$ cat src/rtl/msba_pkg.sv
package msba_pkg;

    // arena geometry
    localparam int BLOCK_BYTES = 4096;
    localparam int MARK_DEPTH  = 64;
    localparam int BLOCK_COUNT = 16;

    localparam int ALIGN_BYTES = 8;

    // derived widths
    localparam int OFF_W   = $clog2(BLOCK_BYTES) + 1;
    localparam int BLK_W   = (BLOCK_COUNT > 1) ? $clog2(BLOCK_COUNT) : 1;
    localparam int MARK_AW = $clog2(MARK_DEPTH);
    localparam int REQ_W   = 13;
    localparam int SIZE_W  = REQ_W + 1;
    localparam int SUM_W   = ((OFF_W > SIZE_W) ? OFF_W : SIZE_W) + 1;
    localparam int CNT_W   = 16;

    // beat field widths
    localparam int CMD_W    = 2;
    localparam int STATUS_W = 3;
    localparam int OBLK_W   = 4;
    localparam int OOFF_W   = 12;

    // command codes
    localparam logic [CMD_W-1:0] CMD_PUSH  = 2'd0;
    localparam logic [CMD_W-1:0] CMD_ALLOC = 2'd1;
    localparam logic [CMD_W-1:0] CMD_POP   = 2'd2;

    // status codes
    localparam logic [STATUS_W-1:0] STS_OK        = 3'd0;
    localparam logic [STATUS_W-1:0] STS_OVERFLOW  = 3'd1;
    localparam logic [STATUS_W-1:0] STS_UNDERFLOW = 3'd2;
    localparam logic [STATUS_W-1:0] STS_NO_PUSH   = 3'd3;
    localparam logic [STATUS_W-1:0] STS_TOO_LARGE = 3'd4;
    localparam logic [STATUS_W-1:0] STS_NO_BLOCKS = 3'd5;

    typedef struct packed {
        logic [CMD_W-1:0] command;
        logic [REQ_W-1:0] request_bytes;
    } cmd_beat_t;

    typedef struct packed {
        logic [STATUS_W-1:0] status;
        logic [OBLK_W-1:0]   block_index;
        logic [OOFF_W-1:0]   byte_offset;
        logic [CNT_W-1:0]    depth;
    } res_beat_t;

    // controller to datapath
    typedef struct packed {
        logic accept;
        logic pop_fin;
    } ctl_t;

    // datapath to controller
    typedef struct packed {
        logic out_free;
    } dp_sts_t;

endpackage

$ cat src/rtl/msba_ctrl.sv
module msba_ctrl
    import msba_pkg::*;
(
    input  logic             clk,
    input  logic             rst_n,
    input  logic             cmd_valid,
    input  logic [CMD_W-1:0] command,
    output logic             cmd_stall,
    input  dp_sts_t          sts,
    output ctl_t             ctl
);

    localparam logic S_IDLE = 1'b0;
    localparam logic S_POP  = 1'b1;

    logic state_reg;
    logic state_next;

    always_comb
    begin
        cmd_stall   = !((state_reg == S_IDLE) && sts.out_free);
        ctl.accept  = (state_reg == S_IDLE) && cmd_valid && sts.out_free;
        ctl.pop_fin = (state_reg == S_POP) && sts.out_free;
        state_next  = state_reg;
        case (state_reg)
            S_IDLE:
            begin
                if (ctl.accept && (command == CMD_POP))
                begin
                    state_next = S_POP;
                end
            end
            S_POP:
            begin
                if (sts.out_free)
                begin
                    state_next = S_IDLE;
                end
            end
            default:
            begin
                state_next = S_IDLE;
            end
        endcase
    end

    always_ff @(posedge clk or negedge rst_n)
    begin
        if (!rst_n)
        begin
            state_reg <= S_IDLE;
        end
        else
        begin
            state_reg <= state_next;
        end
    end

endmodule

$ cat src/rtl/msba_datapath.sv
module msba_datapath
    import msba_pkg::*;
(
    input  logic      clk,
    input  logic      rst_n,
    input  cmd_beat_t cmd_beat,
    input  ctl_t      ctl,
    output dp_sts_t   sts,
    output logic      res_valid,
    input  logic      res_stall,
    output res_beat_t res_beat
);

    typedef struct packed {
        logic [BLK_W-1:0] blk;
        logic [OFF_W-1:0] off;
    } mark_t;

    mark_t mark_mem [MARK_DEPTH];

    logic [CNT_W-1:0] cnt_reg,  cnt_next;
    logic [BLK_W-1:0] blk_reg,  blk_next;
    logic [OFF_W-1:0] off_reg,  off_next;
    logic             out_valid_reg, out_valid_next;
    res_beat_t        out_reg, out_next;
    mark_t            rd_reg;
    logic             pop_empty_reg, pop_stored_reg;

    logic [SIZE_W-1:0] size;
    logic [SUM_W-1:0]  sum;
    logic              too_large, wrap, last_blk;
    logic              full, at_max;
    logic [CNT_W-1:0]  cnt_dec;
    logic              mem_we;
    logic              out_load;

    assign sts.out_free = !out_valid_reg || !res_stall;
    assign res_valid    = out_valid_reg;
    assign res_beat     = out_reg;

    // round up to the alignment
    assign size = (SIZE_W'(cmd_beat.request_bytes) + SIZE_W'(ALIGN_BYTES - 1))
                  & ~SIZE_W'(ALIGN_BYTES - 1);
    assign sum       = SUM_W'(off_reg) + SUM_W'(size);
    assign too_large = SUM_W'(size) > SUM_W'(BLOCK_BYTES);
    assign wrap      = sum >= SUM_W'(BLOCK_BYTES);
    assign last_blk  = blk_reg == BLK_W'(BLOCK_COUNT - 1);
    assign full      = cnt_reg >= CNT_W'(MARK_DEPTH);
    assign at_max    = cnt_reg == {CNT_W{1'b1}};
    assign cnt_dec   = cnt_reg - CNT_W'(1);
    assign mem_we    = ctl.accept && (cmd_beat.command == CMD_PUSH) && !full;

    always_comb
    begin
        cnt_next = cnt_reg;
        blk_next = blk_reg;
        off_next = off_reg;
        out_load = 1'b0;
        out_next = out_reg;
        if (ctl.accept)
        begin
            out_load             = (cmd_beat.command != CMD_POP);
            out_next.status      = STS_OK;
            out_next.block_index = OBLK_W'(blk_reg);
            out_next.byte_offset = OOFF_W'(off_reg);
            out_next.depth       = cnt_reg;
            case (cmd_beat.command)
                CMD_PUSH:
                begin
                    if (full)
                    begin
                        out_next.status = STS_OVERFLOW;
                    end
                    if (!at_max)
                    begin
                        cnt_next = cnt_reg + CNT_W'(1);
                    end
                    out_next.depth = cnt_next;
                end
                CMD_ALLOC:
                begin
                    if (cnt_reg == '0)
                    begin
                        out_next.status = STS_NO_PUSH;
                    end
                    else if (too_large)
                    begin
                        out_next.status = STS_TOO_LARGE;
                    end
                    else if (wrap && last_blk)
                    begin
                        out_next.status = STS_NO_BLOCKS;
                    end
                    else if (wrap)
                    begin
                        blk_next             = blk_reg + BLK_W'(1);
                        off_next             = OFF_W'(size);
                        out_next.block_index = OBLK_W'(blk_next);
                        out_next.byte_offset = '0;
                    end
                    else
                    begin
                        off_next = OFF_W'(sum);
                    end
                end
                CMD_POP:
                begin
                    if (cnt_reg != '0)
                    begin
                        cnt_next = cnt_dec;
                    end
                end
                default:
                begin
                    out_next.status = STS_OK;
                end
            endcase
        end
        else if (ctl.pop_fin)
        begin
            out_load             = 1'b1;
            out_next.status      = pop_empty_reg ? STS_UNDERFLOW : STS_OK;
            out_next.block_index = OBLK_W'(blk_reg);
            out_next.byte_offset = OOFF_W'(off_reg);
            out_next.depth       = cnt_reg;
            // a mark beyond the stored depth keeps the position
            if (!pop_empty_reg && pop_stored_reg)
            begin
                blk_next             = rd_reg.blk;
                off_next             = rd_reg.off;
                out_next.block_index = OBLK_W'(rd_reg.blk);
                out_next.byte_offset = OOFF_W'(rd_reg.off);
            end
        end
        if (out_load)
        begin
            out_valid_next = 1'b1;
        end
        else if (!res_stall)
        begin
            out_valid_next = 1'b0;
        end
        else
        begin
            out_valid_next = out_valid_reg;
        end
    end

    always_ff @(posedge clk or negedge rst_n)
    begin
        if (!rst_n)
        begin
            cnt_reg       <= '0;
            blk_reg       <= '0;
            off_reg       <= '0;
            out_valid_reg <= 1'b0;
        end
        else
        begin
            cnt_reg       <= cnt_next;
            blk_reg       <= blk_next;
            off_reg       <= off_next;
            out_valid_reg <= out_valid_next;
        end
    end

    always_ff @(posedge clk)
    begin
        if (mem_we)
        begin
            mark_mem[cnt_reg[MARK_AW-1:0]] <= '{blk: blk_reg, off: off_reg};
        end
        rd_reg <= mark_mem[cnt_dec[MARK_AW-1:0]];
    end

    always_ff @(posedge clk)
    begin
        if (out_load)
        begin
            out_reg <= out_next;
        end
        if (ctl.accept)
        begin
            pop_empty_reg  <= cnt_reg == '0;
            pop_stored_reg <= cnt_dec < CNT_W'(MARK_DEPTH);
        end
    end

endmodule

$ cat src/rtl/mark_stack_bump_allocator_unit.sv
// timing: push, allocate and unused codes show their result beat in the cycle after acceptance,
//   pop after a registered read of the mark store, then restore
// throughput: one command per cycle for push and allocate; pop stalls the next command until
//   its result is loaded (mark store read port); a stalled result beat also holds off commands
// reset: rst_n asynchronous active low clears depth, position and result valid;
//   the mark store is not cleared and holds only what pushes wrote
module mark_stack_bump_allocator_unit
    import msba_pkg::*;
(
    input  logic      clk,
    input  logic      rst_n,
    // command channel
    input  logic      cmd_valid,
    output logic      cmd_stall,
    input  cmd_beat_t cmd_beat,
    // result channel
    output logic      res_valid,
    input  logic      res_stall,
    output res_beat_t res_beat
);

    // command and status between sequencer and datapath
    ctl_t    ctl;
    dp_sts_t sts;

    // sequencer: takes a beat when idle and the result register can be refilled,
    // and on pop holds off further beats in its pop state while the mark store read completes
    msba_ctrl u_ctrl (
        .clk       (clk),
        .rst_n     (rst_n),
        .cmd_valid (cmd_valid),
        .command   (cmd_beat.command),
        .cmd_stall (cmd_stall),
        .sts       (sts),
        .ctl       (ctl)
    );

    // datapath: position and depth registers, mark store, result register
    msba_datapath u_datapath (
        .clk       (clk),
        .rst_n     (rst_n),
        .cmd_beat  (cmd_beat),
        .ctl       (ctl),
        .sts       (sts),
        .res_valid (res_valid),
        .res_stall (res_stall),
        .res_beat  (res_beat)
    );

endmodule
$ cat config.mk
export PLATFORM = sky130hd
export DESIGN_NAME = mark_stack_bump_allocator_unit
export DESIGN_NICKNAME = d
export VERILOG_FILES = /design/src/rtl/msba_pkg.sv /design/src/rtl/msba_ctrl.sv /design/src/rtl/msba_datapath.sv /design/src/rtl/mark_stack_bump_allocator_unit.sv
export SDC_FILE = /design/constraint.sdc
export NUM_CORES = 1
export LEC_CHECK = 0
export BUFFER_PORTS_ARGS = -buffer_cell sky130_fd_sc_hd__buf_2
export CAP_MARGIN = 20
export CORE_MARGIN = 8
export CORE_UTILIZATION = 45
export DETAILED_ROUTE_END_ITERATION = 12
export HOLD_SLACK_MARGIN = 0.03
export PLACE_DENSITY = 0.62
export SYNTH_ARGS = -nofsm -noshare
export SYNTH_HDL_FRONTEND = slang
export SYNTH_SLANG_ARGS = --single-unit
export TNS_END_PERCENT = 50
$ cat constraint.sdc
create_clock -name clk -period 3.9 [get_ports clk]
set_clock_uncertainty 0.1 [all_clocks]
set_input_delay 0.195 -clock clk [delete_from_list [all_inputs] [get_ports clk]]
set_output_delay 0.195 -clock clk [all_outputs]
set_load 0.02 [all_outputs]
==> flow_results.org <==
** Outcome
- Outcome :: finished clean

** Placement
- Buffers placed on the I/O ports in this run total 55.
- Post-place setup slack :: -0.01735 ns
- After detailed placement, the design holds a cell count of 3613.
- Routability-driven placement finished with a final weighted congestion of 0.8424.
- Total half-perimeter wirelength after legalization and detailed placement :: 64.11 mm

** Floorplan
- Die Outline Area :: 113800 sq um
- The core region is 102900 sq um.
- Number of placement rows :: 118
- The die is 337.3 um wide.
- Die span in y :: 337.3 um
- For this design the top-level I/O count stands at 56.
- For this configuration, the core starts out at a cell density of 0.4514.

** Finish
- Share of final-layout standard cells stronger than drive strength 1 :: 0.3274
- Diode count :: 0
- Commonest cells after routing, fill and taps aside :: sky130_fd_sc_hd__edfxtp_1 (1125), sky130_fd_sc_hd__mux4_2 (357), sky130_fd_sc_hd__clkbuf_16 (116)
- Fill cell total of the finished layout :: 7942
- Post-route insts no fill :: 3839
- The library cell used most frequently in the layout, excluding fill and tap cells, is sky130_fd_sc_hd__edfxtp_1.
- At the end of the flow the core is filled with cells to 0.5184.
- Nets@finish :: 2397
- Max FFs per register :: 1088
- Growth of design area from synthesis to finish :: 14.86%

** Routing
- The routed layout has 22880 vias.
- Antenna-violating nets left :: 0
- Detailed-routing iteration count for the pre-antenna-repair pass :: 5
- Routed wire per std cell :: 28.87 um
- In the routed design, unresolved DRC markers number 0.
- Total wirelength of the detailed-routed design :: 110.8 mm
- After the first detailed-routing iteration, the DRC count stood at 2374.
- Dividing the detail-routed via count by the number of cells gives 5.959.

** Worst setup path
- Worst endpoint required time :: 4.35 ns
- Worst EP arrival :: 4.20 ns
- Setup Crit Path Kind :: in2reg
- CP endpoint kind :: register
- Minimum setup slack among reg-to-reg paths :: 0.37 ns
- Of all nets on the critical path, the largest fanout is 6.
- The number of cells on the worst reg-to-reg path is 9.
- Launching element type of the critical path :: primary input

** Pwr
- Pwr dens :: 814.6 nW/um^2
- Peak VDD IR :: 0.5865 mV
- Total power for the finished layout comes to 43460 uW.
- Leakage Power :: 0.01696 uW

** CTS
- TritonCTS built the clock tree.
- The H-tree was split into 3 levels.
- Clock tree synthesis selected as its root buffer the cell sky130_fd_sc_hd__clkbuf_16.
- Clock latency of the later-clocked register in the worst-skew pair :: 0.69 ns
- After clock tree synthesis, the clock-pin slew on the worst setup and hold paths is 0.06 ns.
- CTS sink count :: 1177
- The number of clock buffers added by TritonCTS is 114.
- Resize count post-CTS :: 0
- The clock passes through at most 3 buffers.

** STA
- Derived from the worst setup path, the maximum achievable clock frequency is 267.3 MHz.
- The worst pin sits at a relative slew slack of 0.3901.
- Minimum clock period :: 3.742 ns
- The final number of hold-violating endpoints was 0.
- Tightest Pin Transition :: 0.9123 ns
- The final max-slew violation count was 0.
- Unrepaired setup endpoints after global routing :: no
- After layout, the worst setup slack is 0.1582 ns.
- Of the available clock period, the critical path in the final layout requires 0.9594.
- Adding up every negative setup slack in the final design gives 0 ns.
- Setup violations remaining at the end of the flow were counted as 0.

** Hold path
- The path class of the tightest hold or removal check is in2async.

** Synth
- Number of register bits inferred by synthesis :: 1177
- In the synthesized netlist the async set-or-reset flop fraction comes to 0.02974.
- Post-Syn Nets :: 2194
- Mean Syn Cell Area :: 21.49 sq um
- For this run, the leading register cell type out of synthesis is sky130_fd_sc_hd__edfxtp_1.
- For this run, the register share of the synthesized area comes to 0.7535.
- Post-Synthesis Cells :: 2161
- Warnings from Yosys :: 0
- The number of different library cells used by synthesis comes to 68.
- The cell area that synthesis handed to floorplanning was 46450 sq um.
- Number of flops mapped to enable cells by yosys :: 1125

** GRT
- Total congestion overflow :: 0
- Initial antenna violation count :: 1
- Total GRT Usage :: 0.1946
- Entering global routing, the biggest net connects 70 pins.
- First-pass GRT wire length :: 161.1 mm
- Number of global-route vias before repair :: 23220

** Flow run
- Across the run, the number of max-cap violations was 0.
## worst paths after layout
kind	end	start
worst max register to register	u_datapath.res_beat[32]$_SDFFCE_PN0P_	u_datapath.off_reg[6]$_DFFE_PN0P_
worst min-delay path	u_datapath.res_valid$_DFFE_PN0P_	rst_n
max in group asynchronous	u_datapath.cnt_reg[0]$_DFFE_PN0P_	rst_n
worst min register to register	u_datapath.off_reg[0]$_DFFE_PN0P_	u_datapath.off_reg[0]$_DFFE_PN0P_
worst max-delay path	u_datapath.res_beat[32]$_SDFFCE_PN0P_	cmd_beat[5]
min in group clk	u_datapath.off_reg[10]$_DFFE_PN0P_	cmd_beat[10]
## cells in the mapped netlist (all sizes together), types with 3 or more instances
| master | count | area [sq um] |
|---|---|---|
| edfxtp | 1125 | 33780 |
| mux4 | 357 | 8040 |
| nor2 | 109 | 409.1 |
| clkbuf | 83 | 311.6 |
| nand2 | 76 | 285.3 |
| a21oi | 38 | 190.2 |
| buf | 36 | 175.2 |
| dfrtp | 35 | 875.8 |
| o21ai | 32 | 160.2 |
| nand3 | 25 | 125.1 |
| nor3 | 22 | 120.1 |
| xnor2 | 22 | 192.7 |
| dfxtp | 17 | 340.3 |
| xor2 | 14 | 122.6 |
| ha | 13 | 162.7 |
| inv | 12 | 45.04 |
| o31ai | 11 | 82.58 |
| a31oi | 10 | 62.56 |
| and3 | 10 | 62.56 |
| nand4 | 10 | 62.56 |
| nand2b | 8 | 50.05 |
| nor4 | 8 | 56.30 |
| a22o | 7 | 61.31 |
| nor2b | 7 | 43.79 |
| or3 | 6 | 42.54 |
| a211oi | 5 | 37.54 |
| o22ai | 5 | 31.28 |
| and2 | 4 | 25.03 |
| mux2 | 4 | 45.04 |
| a311oi | 3 | 26.28 |
| o2111ai | 3 | 26.28 |
| o21a | 3 | 22.52 |
| o22a | 3 | 26.28 |
## metrics by stage
stage	instance area, sq um	hold slack (ns)
final	53350	0.08291
after global routing	53350	0.1453
after CTS	53300	0.03509
after detailed placement	49510	0.2803
after global placement	49510	0.2664
after floorplan	46450	-0.2006
## repair_timing
item / in CTS / in global routing
endpoints found under the hold margin: 70 / 0
hold buffers: 13 / 0
setup buffers: 0 / 0
## logic make-up after synthesis
family	share of synthesized area
buffers and inverters	0.01153
XOR/XNOR	0.006788
flip-flops	0.7535
multiplexers	0.1741
AO/OA/AOI/OAI	0.02066
AND/OR/NAND/NOR	0.02952
adder cells (fa/ha/maj)	0.003933
## power by group
part	switching [uW]	internal [uW]	total, uW
Sequential	559	15800	16400
Clock	4620	6130	10800
Combinational	9210	7120	16300
Total	14400	29100	43500
## routing by layer
metal  vias up  wire, um  GRT usage
li1       9490         -          -
met1     12390     46180     0.2694
met2       840     55060     0.3243
met3       156      6982    0.02853
met4         0      2597    0.05429
met5         -         0          0
## cell type report
cell class / count / area, sq um / share of cell area
clock buffer: 144 / 3048 / 0.05713
clock inverter: 67 / 619.3 / 0.01161
inverter: 13 / 48.80 / 0.0009146
multi-input combinational: 852 / 11120 / 0.2085
sequential: 1177 / 35020 / 0.6565
tap: 1380 / 1727 / 0.03236
timing repair buffer: 206 / 1762 / 0.03302
## critical path, stage by stage
cell and delay [ns]:
sky130_fd_sc_hd__dlygate4sd3_1 0.53, sky130_fd_sc_hd__buf_2 0.16, sky130_fd_sc_hd__inv_1 0.05, sky130_fd_sc_hd__nor2_1 0.12
sky130_fd_sc_hd__xor2_1 0.28, sky130_fd_sc_hd__ha_1 0.36, sky130_fd_sc_hd__a2111oi_0 0.55, sky130_fd_sc_hd__o21a_1 0.23
sky130_fd_sc_hd__o21ai_0 0.21, sky130_fd_sc_hd__and4_1 0.31, sky130_fd_sc_hd__nor2_1 0.32, sky130_fd_sc_hd__a31oi_1 0.18
sky130_fd_sc_hd__a21oi_1 0.17, sky130_fd_sc_hd__dlygate4sd3_1 0.55
No activity file was read; power rests on OpenSTA's default activity.
